--- src/tqv_fifo.sv ---
// Two-entry queue between front and back end.
module tqv_fifo #(
  parameter int W = 8
) (
  input  logic         clk,
  input  logic         rst_n,
  input  logic         push,
  input  logic [W-1:0] din,
  output logic         full,
  input  logic         pop,
  output logic         valid,
  output logic [W-1:0] dout
);
  logic [W-1:0] mem_r [2];
  logic         wr_ptr_r;
  logic         rd_ptr_r;
  logic [1:0]   count_r;

  assign full  = (count_r == 2'd2);
  assign valid = (count_r != 2'd0);
  assign dout  = mem_r[rd_ptr_r];

  always_ff @(posedge clk) begin
    if (!rst_n) begin
      wr_ptr_r <= 1'b0;
      rd_ptr_r <= 1'b0;
      count_r  <= '0;
    end else begin
      if (push) wr_ptr_r <= ~wr_ptr_r;
      if (pop)  rd_ptr_r <= ~rd_ptr_r;
      if (push && !pop)      count_r <= count_r + 2'd1;
      else if (pop && !push) count_r <= count_r - 2'd1;
    end
  end

  always_ff @(posedge clk) begin
    if (push) mem_r[wr_ptr_r] <= din;
  end

endmodule

--- config.mk ---
export PLATFORM = sky130hd
export DESIGN_NAME = tqv_fifo
export DESIGN_NICKNAME = d
export VERILOG_FILES = /design/src/tqv_fifo.sv
export SDC_FILE = /design/constraint.sdc
export NUM_CORES = 1
export LEC_CHECK = 0
export BUFFER_PORTS_ARGS = -buffer_cell sky130_fd_sc_hd__clkbuf_2
export CAP_MARGIN = 25
export CORE_AREA = 2 2 60 62
export CTS_BUF_LIST = sky130_fd_sc_hd__clkbuf_16
export CTS_CLUSTER_SIZE = 10
export DETAILED_ROUTE_END_ITERATION = 6
export DIE_AREA = 0 0 62 64
export PLACE_DENSITY = 0.48
export SETUP_SLACK_MARGIN = 0.4
export SYNTH_ARGS = -nofsm -noshare
export SYNTH_HDL_FRONTEND = slang
export SYNTH_SLANG_ARGS = --single-unit
--- constraint.sdc ---
create_clock -name clk -period 2.78 [get_ports clk]
set_input_delay 0.278 -clock clk [delete_from_list [all_inputs] [get_ports clk]]
set_output_delay 0.278 -clock clk [all_outputs]
set_load 0.02 [all_outputs]
-- After elaboration in Yosys (flattened, before gate mapping)
Memories as Yosys holds them, arrays and structs flattened. A register that Yosys moved wholly into a read port is not among the register bits.
Cells that the tools add are included.
- bits in registers: 4
- memory bits (writable): 16
- output and inout port bits: 10
- logic and storage cells: 21
- memories: 1
- memory list (name ; depth ; width ; rd ports ; clocked after memory_dff ; wr ports ; line ; text):
    mem_r ; 2 ; 8 ; 1 ; 1 ; 1 ; 14 ; logic [W-1:0] mem_r [2];
- add/subtract/negate cells: 2
- equality and inequality tests: 1
- mux-type cells: 6
- bitwise operators: 2
- reduce and logical (&&, ||, !) cells: 6
- operators by type and width (cell ; count):
    two-way mux 1 bit ; 4
    two-way mux 2 bit ; 2
    nonzero test 2 bit ; 2
    adder 2 x 1 -> 2 bit, second input constant ; 1
    == test 2 bit, second input constant ; 1
    logical AND 1 bit ; 2
    logical NOT 1 bit ; 2
    NOT 1 bit ; 2
    subtractor 2 x 1 -> 2 bit, second input constant ; 1

-- Longest topological paths before layout
- depth in word-level cells: 4
- gate-level depth with buffers: 5
- mapped depth without buffers: 5

-- Least setup slack after synthesis
No wires, ideal clock.
- path type: input port to flip-flop
- start point: in pop
- end point: reg count_r[1]
- setup time: 0.070 ns
- arrival time: 1.076 ns
- slack: 1.634 ns
- stages: 4
- path buffers: 0
- cells stage by stage: inv_1 ha_1 or3_1 a21boi_1
- word-level cells in the longest chain between the ends: 3
- ends and longest elaborated chain (what ; line ; text):
    start: declaration ; 10 ; input logic pop,
    logical NOT 1 bit ; 31 ; if (push && !pop) count_r <= count_r + 2'd1;
    logical AND 1 bit ; 31 ;
    two-way mux 2 bit or nonzero test 2 bit (tied branches) ; n/a ;
    end signal: assignment ; 31 ;
    end signal: assignment ; 32 ; else if (pop && !push) count_r <= count_r - 2'd1;
    end: declaration ; 17 ; logic [1:0] count_r;
Parallel ways exist; a longest one is shown, timed or not.
A chain may end at the register's enable or synchronous reset.

==> results.py <==
metrics = {
    "place": {
        "dpl-instance-area_um2": 955,
        "hpwlAfterDp_um": 909,
        "port_buffers": 21,
        "gp_congestion": 0.600,
        "dp_slack_ns": 1.39,
        "dp_cells": 113,
    },
    "yosys": {
        "yosysMostFrequentCell": "edfxtp_1",
        "syn_nets": 60,
        "yosys.area.top_type": "edfxtp_1",
        "synth_top_family_by_area": "multiplexers",
        "synth_area_per_cell_um2": 17.0,
        "synth_seq_cells": 21,
        "synth_edf_count": 16,
        "synthFlopType": "edfxtp_1",
        "synth_cell_types": 16,
        "netlist_instances": 47,
        "synthMuxAreaShare_pct": 11.3,
        "synth_top_cells_by_area": "edfxtp_1, dfxtp_1, mux2_2",
        "async_flop_share_pct": 0,
        "synthAdderAreaFrac_pct": 1.57,
        "synth.yosys.warnings": 0,
        "synth_compound_area_share_pct": 2.51,
        "ys_seq_area_share_pct": 72.8,
        "ys_top_cells_by_count": "edfxtp_1, mux2_2, dfxtp_1, and2_1",
        "yosysTopAreaCellShare_pct": 60.3,
        "syn-cell-area_um2": 797,
        "synth_xor_area_share_pct": 3.30,
        "yosys.area_share.simple_pct": 7.38,
    },
    "global_route": {
        "grt_pass1_wl_um": 1940,
        "grt_max_degree": 13,
        "grt_remaining_overflow": 0,
        "grt_pass1_vias": 423,
        "antenna_found_initial": 0,
        "grt_usage_pct": 6.88,
    },
    "sta": {
        "fin_crit_sh_pct": 57.4,
        "setup_tns_ns": 0,
        "min_period_ns": 1.60,
        "setup_slack_ns": 1.18,
        "rsz0062_at_grt": "no",
        "whs_ns": 0.221,
        "slew_violations": 0,
        "relSlewSlack_pct": 51.5,
        "max_freq_mhz": 627,
        "setup_violations": 0,
        "tightest_slew_ns": 0.726,
        "finalHoldViolCount": 0,
        "fin_skew_ns": 0.00279,
    },
    "floorplanning": {
        "dieWidth_um": 62,
        "start_util_pct": 24.3,
        "num_rows": 21,
        "die_height_um": 64,
        "core-area_um2": 3280,
        "dieArea_um2": 3970,
        "io_pins": 22,
    },
    "power": {
        "peakVddDrop_v": 0.000391,
        "total_power_mw": 0.759,
        "leakage_nw": 0.410,
        "powerDensity_nw_per_um2": 734,
    },
    "layout": {
        "fin_cells": 117,
        "multi_input_area_um2": 208,
        "final_area_um2": 1030,
        "final_util_pct": 31.5,
        "fillers": 345,
        "seq_area_um2": 581,
        "n_antenna_cell": 0,
        "fin_nets": 85,
        "drive_gt1_share_pct": 49.3,
        "areaGrowthSynthToFinish_pct": 29.8,
    },
    "routing": {
        "drt-pass1-iter-count": 4,
        "viasPerCell": 3.66,
        "route.detailed.drc": 0,
        "wl_per_cell_um": 10.5,
        "postRouteAntennaNets": 0,
        "first_iter_violations": 1,
        "vias": 428,
        "wl_um": 1230,
    },
    "clock_tree": {
        "clkTransAtPathRegs_ns": 0.06,
        "htreeDepth": 1,
        "postCtsHoldBufs": 0,
        "cts_buffer_depth": 2,
        "ctsResizeCount": 0,
        "cts_tree": "yes",
        "cts_root_buffer": "clkbuf_16",
        "numCtsBuffers": 3,
        "cts_setup_buffers": 0,
        "cts_sinks": 21,
        "clkLatencyLatePin_ns": 0.25,
    },
    "critical_path": {
        "worstPathRequired_ns": 2.50,
        "cp_data_arrival_time_ns": 1.32,
        "crit_path_start_kind": "flop",
        "path_max_fanout": 8,
        "critPathCaptureType": "output pin",
        "worst-setup-path-type": "reg2out",
    },
    "min_path": {
        "hp-class": "in2reg",
    },
    "run": {
        "cap_violations": 0,
    },
    "run_status": {
        "status": "completed",
    },
}
## sequential cells by signal, summed over array words and instances (netlist names), named ones only
signal,count
count_r,2
mem_r,16
rd_ptr_r,1
wr_ptr_r,1
## kinds of logic after synthesis
family | after synthesis
adder cells (fa/ha/maj) | 1
AO/OA/AOI/OAI | 3
multiplexers | 8
buffers and inverters | 2
AND/OR/NAND/NOR | 9
XOR/XNOR | 3
flip-flops | 21
## critical path, cell delays in order, from the launching register on
cell	delay, ns
dfxtp_1	0.53
mux2_2	0.38
clkbuf_2	0.15
## layout make-up
type,instances,area share [%]
timing repair buffer,21,10.2
clock buffer,3,7.26
tap,46,5.56
sequential,21,56.1
inverter,1,0.363
multi-input combinational,24,20.1
clock inverter,1,0.484
## where the power goes
| group | switching, mW | total [mW] | internal, mW |
|---|---|---|---|
| sequential | 0.0125 | 0.372 | 0.360 |
| clock | 0.101 | 0.293 | 0.193 |
| combinational | 0.0494 | 0.0937 | 0.0444 |
| total | 0.163 | 0.759 | 0.597 |
## metal layers
layer / part of all wire, % / track usage, % / vias up
met4: 0.81 / 3.19 / 0
met3: 8.4 / 3.64 / 2
li1: - / - / 216
met2: 49 / 9.77 / 18
met5: 0 / 0 / -
met1: 41 / 8.42 / 192
## cells in the final DEF (no fill, tap or decap), drive strengths merged
master / instances
and2b: 1
edfxtp: 16
inv: 1
mux2: 8
xor2: 2
ha: 1
xnor2: 1
and2: 4
o21ai: 1
nor2b: 2
dfxtp: 5
a21boi: 1
clkinv: 1
clkbuf: 24
or2: 1
or3: 1
o21a: 1
## final timing paths
check / from / to / slack (ns) / cells past startpoint
worst max-delay path: flop / dout[6] / 1.18 / 2
worst min-delay path: din[4] / mem_r[1][4]$_DFFE_PP_ / 0.22 / 1
worst max register to register: wr_ptr_r$_SDFFE_PN0P_ / mem_r[0][3]$_DFFE_PP_ / 1.53 / 1
worst min register to register: count_r[1]$_SDFFE_PN0P_ / count_r[1]$_SDFFE_PN0P_ / 0.51 / 2
(Power assumes the default switching activity.)
