<file path="src/tqv_in_if.sv">
// Input channel: one quad cell word.
interface tqv_in_if;
  logic       valid;
  logic       ready;
  logic [7:0] ring_index;
  logic [7:0] segment_index;
  modport source(output valid, ring_index, segment_index, input ready);
  modport sink(input valid, ring_index, segment_index, output ready);
endinterface

</file>
<file path="src/tqv_front.sv">
// Front end: accepts cells, reduces indices modulo N, forms the vertex base.
module tqv_front #(
  parameter int MAX_STEPS = 256
) (
  input  logic                               clk,
  input  logic                               rst_n,
  tqv_in_if.sink                             in_ch,
  input  logic [$clog2(MAX_STEPS+1)-1:0]     n,
  input  logic                               tbl_busy,
  input  logic                               full,
  output logic                               push,
  output logic [19+4*$clog2(MAX_STEPS)-1:0]  entry
);
  localparam int AW = $clog2(MAX_STEPS);
  localparam int NW = $clog2(MAX_STEPS+1);

  localparam logic [1:0] F_IDLE = 2'd0;
  localparam logic [1:0] F_MOD  = 2'd1;
  localparam logic [1:0] F_PUSH = 2'd2;

  logic [1:0]    state_r;
  logic [2:0]    cnt_r;
  logic [7:0]    i_r;
  logic [7:0]    j_r;
  logic [NW-1:0] ri_r;
  logic [NW-1:0] rj_r;

  logic          acc;
  logic          in_range;
  logic          fast;
  logic [NW:0]   ri2;
  logic [NW:0]   rj2;
  logic [NW-1:0] ri_nxt;
  logic [NW-1:0] rj_nxt;
  logic [7:0]    src_i;
  logic [7:0]    src_j;
  logic [AW-1:0] a0;
  logic [AW-1:0] a1;
  logic [AW-1:0] b0;
  logic [AW-1:0] b1;
  logic [11:0]   a_inc;
  logic [11:0]   b_inc;
  logic [19:0]   cell_lin;
  logic [17:0]   base;
  logic          bad;

  assign in_ch.ready = (state_r == F_IDLE) && !full && !tbl_busy;
  assign acc      = in_ch.valid && in_ch.ready;
  assign in_range = (12'(in_ch.ring_index) < 12'(n)) && (12'(in_ch.segment_index) < 12'(n));
  assign fast     = acc && in_range;

  assign ri2    = {ri_r, i_r[3'd7 - cnt_r]};
  assign rj2    = {rj_r, j_r[3'd7 - cnt_r]};
  assign ri_nxt = (ri2 >= {1'b0, n}) ? NW'(ri2 - {1'b0, n}) : ri2[NW-1:0];
  assign rj_nxt = (rj2 >= {1'b0, n}) ? NW'(rj2 - {1'b0, n}) : rj2[NW-1:0];

  always_comb begin
    if (state_r == F_IDLE) begin
      src_i = in_ch.ring_index;
      src_j = in_ch.segment_index;
      a0    = AW'(in_ch.ring_index);
      b0    = AW'(in_ch.segment_index);
      bad   = 1'b0;
    end else begin
      src_i = i_r;
      src_j = j_r;
      a0    = AW'(ri_r);
      b0    = AW'(rj_r);
      bad   = 1'b1;
    end
    a_inc    = 12'(a0) + 12'd1;
    b_inc    = 12'(b0) + 12'd1;
    a1       = (a_inc == 12'(n)) ? '0 : AW'(a_inc);
    b1       = (b_inc == 12'(n)) ? '0 : AW'(b_inc);
    cell_lin = 20'(src_i) * 20'(n) + 20'(src_j);
    base     = {cell_lin[15:0], 2'b00};
  end

  assign push  = fast || ((state_r == F_PUSH) && !full);
  assign entry = {bad, base, a0, a1, b0, b1};

  always_ff @(posedge clk) begin
    if (!rst_n) begin
      state_r <= F_IDLE;
      cnt_r   <= '0;
    end else begin
      unique case (state_r)
        F_IDLE: begin
          if (acc && !in_range) begin
            state_r <= F_MOD;
            cnt_r   <= '0;
          end
        end
        F_MOD: begin
          cnt_r <= cnt_r + 3'd1;
          if (cnt_r == 3'd7) state_r <= F_PUSH;
        end
        F_PUSH: begin
          if (!full) state_r <= F_IDLE;
        end
        default: state_r <= F_IDLE;
      endcase
    end
  end

  always_ff @(posedge clk) begin
    if (state_r == F_IDLE) begin
      i_r  <= in_ch.ring_index;
      j_r  <= in_ch.segment_index;
      ri_r <= '0;
      rj_r <= '0;
    end else if (state_r == F_MOD) begin
      ri_r <= ri_nxt;
      rj_r <= rj_nxt;
    end
  end

endmodule

</file>
<file path="src/flat_wrapper.sv">
// flat-port wrapper written by rule: the top's interface ports become plain ports
module tqv_front_flat 
#(
  parameter int MAX_STEPS = 256
)
  (clk, rst_n, n, tbl_busy, full, push, entry, in_ch_valid, in_ch_ring_index, in_ch_segment_index, in_ch_ready);
  tqv_in_if in_ch_i ();
  input  logic clk;
  input  logic rst_n;
  input  logic [$clog2(MAX_STEPS+1)-1:0] n;
  input  logic tbl_busy;
  input  logic full;
  output logic push;
  output logic [19+4*$clog2(MAX_STEPS)-1:0] entry;
  input wire logic [$bits(in_ch_i.valid)-1:0] in_ch_valid;
  input wire logic [$bits(in_ch_i.ring_index)-1:0] in_ch_ring_index;
  input wire logic [$bits(in_ch_i.segment_index)-1:0] in_ch_segment_index;
  output wire logic [$bits(in_ch_i.ready)-1:0] in_ch_ready;
  assign in_ch_i.valid = in_ch_valid;
  assign in_ch_i.ring_index = in_ch_ring_index;
  assign in_ch_i.segment_index = in_ch_segment_index;
  assign in_ch_ready = in_ch_i.ready;
  tqv_front #(.MAX_STEPS(MAX_STEPS)) u_core (.clk(clk), .rst_n(rst_n), .in_ch(in_ch_i), .n(n), .tbl_busy(tbl_busy), .full(full), .push(push), .entry(entry));
endmodule
</file>
<file path="config.mk">
export PLATFORM = sky130hd
export DESIGN_NAME = tqv_front_flat
export DESIGN_NICKNAME = d
export VERILOG_FILES = /design/src/tqv_in_if.sv /design/src/tqv_front.sv /design/src/flat_wrapper.sv
export SDC_FILE = /design/constraint.sdc
export NUM_CORES = 1
export LEC_CHECK = 0
export ABC_AREA = 1
export BUFFER_PORTS_ARGS = -buffer_cell sky130_fd_sc_hd__buf_2
export CAP_MARGIN = 10
export CORE_MARGIN = 2
export CORE_UTILIZATION = 40
export CTS_BUF_LIST = sky130_fd_sc_hd__clkbuf_16
export CTS_CLUSTER_SIZE = 16
export DETAILED_ROUTE_END_ITERATION = 7
export GPL_TIMING_DRIVEN = 0
export MAX_ROUTING_LAYER = met4
export PLACE_DENSITY = 0.68
export SETUP_SLACK_MARGIN = 0.05
export SLEW_MARGIN = 20
export SYNTH_ARGS = -nofsm -noshare
export SYNTH_HDL_FRONTEND = slang
export SYNTH_SLANG_ARGS = --single-unit
</file>
<file path="constraint.sdc">
create_clock -name clk -period 4.8 [get_ports clk]
set_clock_uncertainty 0.1 [all_clocks]
set_input_delay 0.24 -clock clk [delete_from_list [all_inputs] [get_ports clk]]
set_output_delay 0.24 -clock clk [all_outputs]
set_load 0.02 [all_outputs]
</file>
Word level (Yosys, flattened, before mapping)
Cells that the tools add are included.

Output and inout port bits: 53. Bits in registers: 39. Memories: 0. Bits in latches: 0. Input port bits: 30. Memory bits (writable): 0. Memory bits (read-only): 0. Word-level logic and storage cells: 61.

Multiplexer cells: 19. Shift operators: 0. Add/sub/neg operators: 7. Magnitude comparators: 5. Equality and inequality tests: 8. Reductions and logical operators: 15. Bitwise gates (word level): 0. Divide/modulo/power cells: 0. $mul: 1.

Operators with widths (count): 2-to-1 mux 8 bit (6); == test 12 x 9 -> 1 bit (2); >= comparator 10 x 9 -> 1 bit (2); adder 8 x 1 -> 9 bit, second input constant (2); < comparator 8 x 9 -> 1 bit (2); 2-to-1 mux 9 bit (2); subtractor 9 bit (2); adder 16 x 8 -> 16 bit (1); multiplier 8 x 9 -> 16 bit (1); logical AND 1 bit (7); binary-select mux 1 bit (select 3 bit) (2); 2-to-1 mux 2 bit (3); case mux 2 bit (3 select lines) (1); case mux 3 bit (2 select lines) (1); < comparator 3 x 4 -> 1 bit, second input constant (1); inequality test 2 bit, second input constant (2); adder 3 x 1 -> 3 bit, second input constant (1); == test 3 bit, second input constant (1); zero test 1 bit (3); 2-to-1 mux 1 bit (3); 2-to-1 mux 3 bit (1); AND reduction 3 bit (1); subtractor 3 bit, first input constant (1); == test 2 x 1 -> 1 bit, second input constant (1); other kinds (6) (6).

Depth between registers and ports, before layout
Depth after elaboration: 7. Gate-level depth with buffers: 22. Mapped depth without buffers: 20.

Worst setup path before layout
Ideal clock, no wire load.

Path type: reg2out. Start: reg u_core.state_r[0]. End: out entry[47]. Setup slack: -416 ps. Stages on the path, launching flop included: 21. Path buffers: 2. Data arrival time: 4876 ps. Cells stage by stage: dfxtp_1 -> inv_2 -> nand2_2 -> buf_4 -> clkbuf_1 -> nand2_1 -> nand2_1 -> nand2_1 -> fa_1 -> inv_1 -> fa_1 -> inv_1 -> fa_1 -> fa_1 -> inv_1 -> ha_1 -> nand2_1 -> o21ai_0 -> a21oi_1 -> o21ai_0 -> xor2_1.

Longest elaborated chain between the ends: 4.

Ends and longest elaborated chain: start: declaration (line tqv_front.sv:21) `logic [1:0] state_r;`; start signal: assignment (line tqv_front.sv:84) `state_r <= F_IDLE;`; start signal: assignment (line tqv_front.sv:90) `state_r <= F_MOD;`; start signal: assignment (line tqv_front.sv:96) `if (cnt_r == 3'd7) state_r <= F_PUSH;`; zero test 2 bit (line tqv_front.sv:58) `if (state_r == F_IDLE) begin`; 2-to-1 mux 8 bit; net u_core.src_i[1] (line tqv_front.sv:35) `logic [7:0] src_i;`; multiplier 8 x 9 -> 16 bit (line tqv_front.sv:75) `cell_lin = 20'(src_i) * 20'(n) + 20'(src_j);`; adder 16 x 8 -> 16 bit (line tqv_front.sv:75); end: declaration (line flat_wrapper.sv:14) `output logic [19+4*$clog2(MAX_STEPS)-1:0] entry;`.

The timed path passes the listed nets, and every way through them passes these cells.

Worst setup path in the final report
Start: reg u_core.state_r[0]. End: out entry[46].

The elaborated chain is that of the path after synthesis.

==> summary.md <==
| Metric | Value |
|---|---|
| Initial Util | `0.410` |
| Max Slew Vio Count | `0` |
| Final ANT Viol Nets | `0` |
| Setup CP Type | `flop to output pin` |
| Max H-tree Level | `2` |
| Horiz. Die Dim | `~130 um` |
| Drt via density | `between 4 and 5` |
| Post-Syn Instances | `between 900 and 1k` |
| Layout cell share with drive strength beyond 1 | `0.286` |
| DRT iter0 DRCs | `501` |
| Clock Latency Late Sink | `290 ps` |
| Sequential-to-total area share from yosys stat | `0.125` |
| Number of core rows | `45` |
| Power Dens Cells | `around 500 nW/um^2` |
| Nets | `about 1.2k` |
| Root Driver | `clkbuf_16` |
| Final core occ | `0.530` |
| CTS clk-pin slew, worst paths | `around 60 ps` |
| CTS tree | `done` |
| Slew margin rel. | `0.403` |
| Final setup TNS | `-2260 ps` |
| Total power | `approximately 4.1 mW` |
| DR vias | `between 6k and 7k` |
| Initial antenna violation count | `0` |
| Fin area | `slightly above 8000 um^2` |
| RR Endpoint | `u_core.ri_r[6]` |
| Least-Margin Pin Slew | `about 900 ps` |
| Tmin final | `approximately 5000 ps` |
| Placed Cells | `~1.2k` |
| R2R depth | `15` |
| Hold Violations, Final | `0` |
| Top Ports | `between 80 and 90` |
| Final worst slack | `-351 ps` |
| Pleak | `4.32 nW` |
| # DRC | `0` |
| Wirelength per Cell | `between 15 and 20 um` |
| Yosys cell types | `44` |
| WHS Path Cells | `3` |
| Hold endpoint | `u_core.cnt_r[0]` |
| PortBufs | `80` |
| HPWL after DPL | `about 15 mm` |
| Synthesized cell area | `between 6000 and 7000 um^2` |
| Synth Warn # | `0` |
| DR pass1 iterations | `5` |
| Clock Path Buffers | `2` |
| Hold WC Path Type | `input pin to flop` |
| Max-cap viol count | `0` |
| CP Launch Type | `flop` |
| CTS Sinks | `39` |
| Flops & latches, synth | `39` |
| Die Area | `16700 um^2` |
| Remaining global-route overflow | `0` |
| First-pass GRT wire length | `approximately 30 mm` |
| GR Util All Layers | `0.241` |
| Synth Area per Inst | `6.82 um^2` |
| RSZ-0062 raised after global routing | `true` |
| Final setup violation count | `9` |
| Die height | `129 um` |
| Crit path DAT | `4810 ps` |
| Placed Area | `approximately 7000 um^2` |
| WP data required | `~4500 ps` |
| Peak VDD IR | `approximately 1.4 mV` |
| Gp weighted congestion | `0.899` |
| Crit end category | `output pin` |
| Fin cells | `between 1k and 1.5k` |
| Ant diodes | `0` |
| Vias in the first global route | `just over 6k` |
| Status | `finished, violations left` |
| Core area | `roughly 15000 um^2` |
| Largest net degree at the start of global routing | `14` |
| Final WL | `between 15 and 20 mm` |
| Fmax | `just under 200 MHz` |
| Worst Hold Launch | `rst_n` |
| Failing checks | `negative setup slack` |
| Flop2flop setup slack | `about 1200 ps` |
| Fin crit share | `1.07` |
| Final hold slack | `~140 ps` |
| Critical Path Fanout Max | `8` |
| FF-to-FF Start | `u_core.cnt_r[0]` |
| TritonCTS Buffers | `5` |
| Layout area overhead | `29.3%` |
| Pre-CTS WS | `-569 ps` |
[where the power goes]
part | switching [mW] | total (mW) | internal, mW
Combinational | 1.84 | 3.32 | 1.48
Sequential | 0.00886 | 0.345 | 0.336
Clock | 0.146 | 0.391 | 0.245
[sequential cells by signal (all words and copies together), names as in the netlist]
signal and count:
u_core.cnt_r 3, u_core.i_r 8, u_core.j_r 8, u_core.ri_r 9
u_core.rj_r 9, u_core.state_r 2
[layout make-up]
cell class                 count  area, um^2
inverter                     174         672
timing repair buffer         134         881
clock inverter                 3        43.8
tap                          211         264
buffer                        16         151
sequential                    39         788
fill                        1456        7170
clock buffer                   5         125
multi-input combinational    687        5160
[how the worst max path moves through the flow]
stage	start	end	slack, ps	cells after the start
CTS	u_core.state_r[1]	entry[47]	-270	21
global placement	n[1]	entry[47]	-590	17
detailed placement	n[1]	entry[47]	-570	17
finish	u_core.state_r[0]	entry[46]	-350	22
global route	u_core.state_r[0]	entry[48]	-480	20
floorplan	u_core.state_r[1]	entry[46]	50	22
[logic make-up after synthesis]
| group | synth area share |
|---|---|
| flip-flops | 0.125 |
| XOR/XNOR | 0.0378 |
| buffers and inverters | 0.124 |
| other | 0.000600 |
| AO/OA/AOI/OAI | 0.110 |
| adder cells (fa/ha/maj) | 0.307 |
| AND/OR/NAND/NOR | 0.295 |
[worst max-delay path, cell delays in order (launching register included)]
cell and delay (ps):
dfxtp_4 370, nor2_4 220, buf_12 180, nand2_8 60
inv_4 60, a21oi_4 40, inv_2 70, nand2_2 50
fa_1 480, fa_1 540, inv_2 50, fa_1 560
inv_2 40, fa_1 530, inv_2 50, ha_4 230
a21oi_4 130, inv_2 60, a31oi_4 180, o21ai_2 100
a21oi_2 200, xor2_2 160, buf_6 130
[placed cells by master, fill, tap and decap left out, drive strengths merged, types with 39 or more instances in the layout]
cell type / instances
nand3: 68
inv: 168
a21oi: 57
dfxtp: 39
o21ai: 44
fa: 51
buf: 143
nor2: 92
ha: 72
nand2: 243
[repair_timing]
item                                    4_1_cts  5_1_grt
setup buffers                                45        9
endpoints found under the setup margin       10       12
gates resized for setup                      91       40
pin swaps                                    44       30
hold buffers                                  0        0
[per-layer routing]
metal  wire (um)  global-route usage  vias to the layer above
met4         556              0.0671                        0
met2        9800               0.424                      189
met3         952              0.0198                       35
met1        8090               0.297                     2950
li1            -                   -                     3155
met5           0                   -                        -
[synth_stat cells, drive strengths merged]
library cell,n,area (um^2)
nand2,243,1010
inv,167,627
nor2,92,419
ha,72,901
nand3,68,355
a21oi,57,289
fa,51,1020
o21ai,44,239
dfxtp,39,781
xor2,15,131
xnor2,12,105
buf,10,88.8
clkbuf,7,26.3
clkinv,7,27.5
nor3,7,35.0
o211ai,7,52.6
o21bai,4,33.8
a31oi,3,18.8
a211oi,2,15.0
a21o,2,15.0
and2,1,6.26
conb,1,3.75
dlygate4sd1,1,8.76
nand4,1,6.26
o2111ai,1,8.76
o211a,1,10.0
o31ai,1,7.51
or2,1,6.26
No activity file was read; power rests on OpenSTA's default activity.
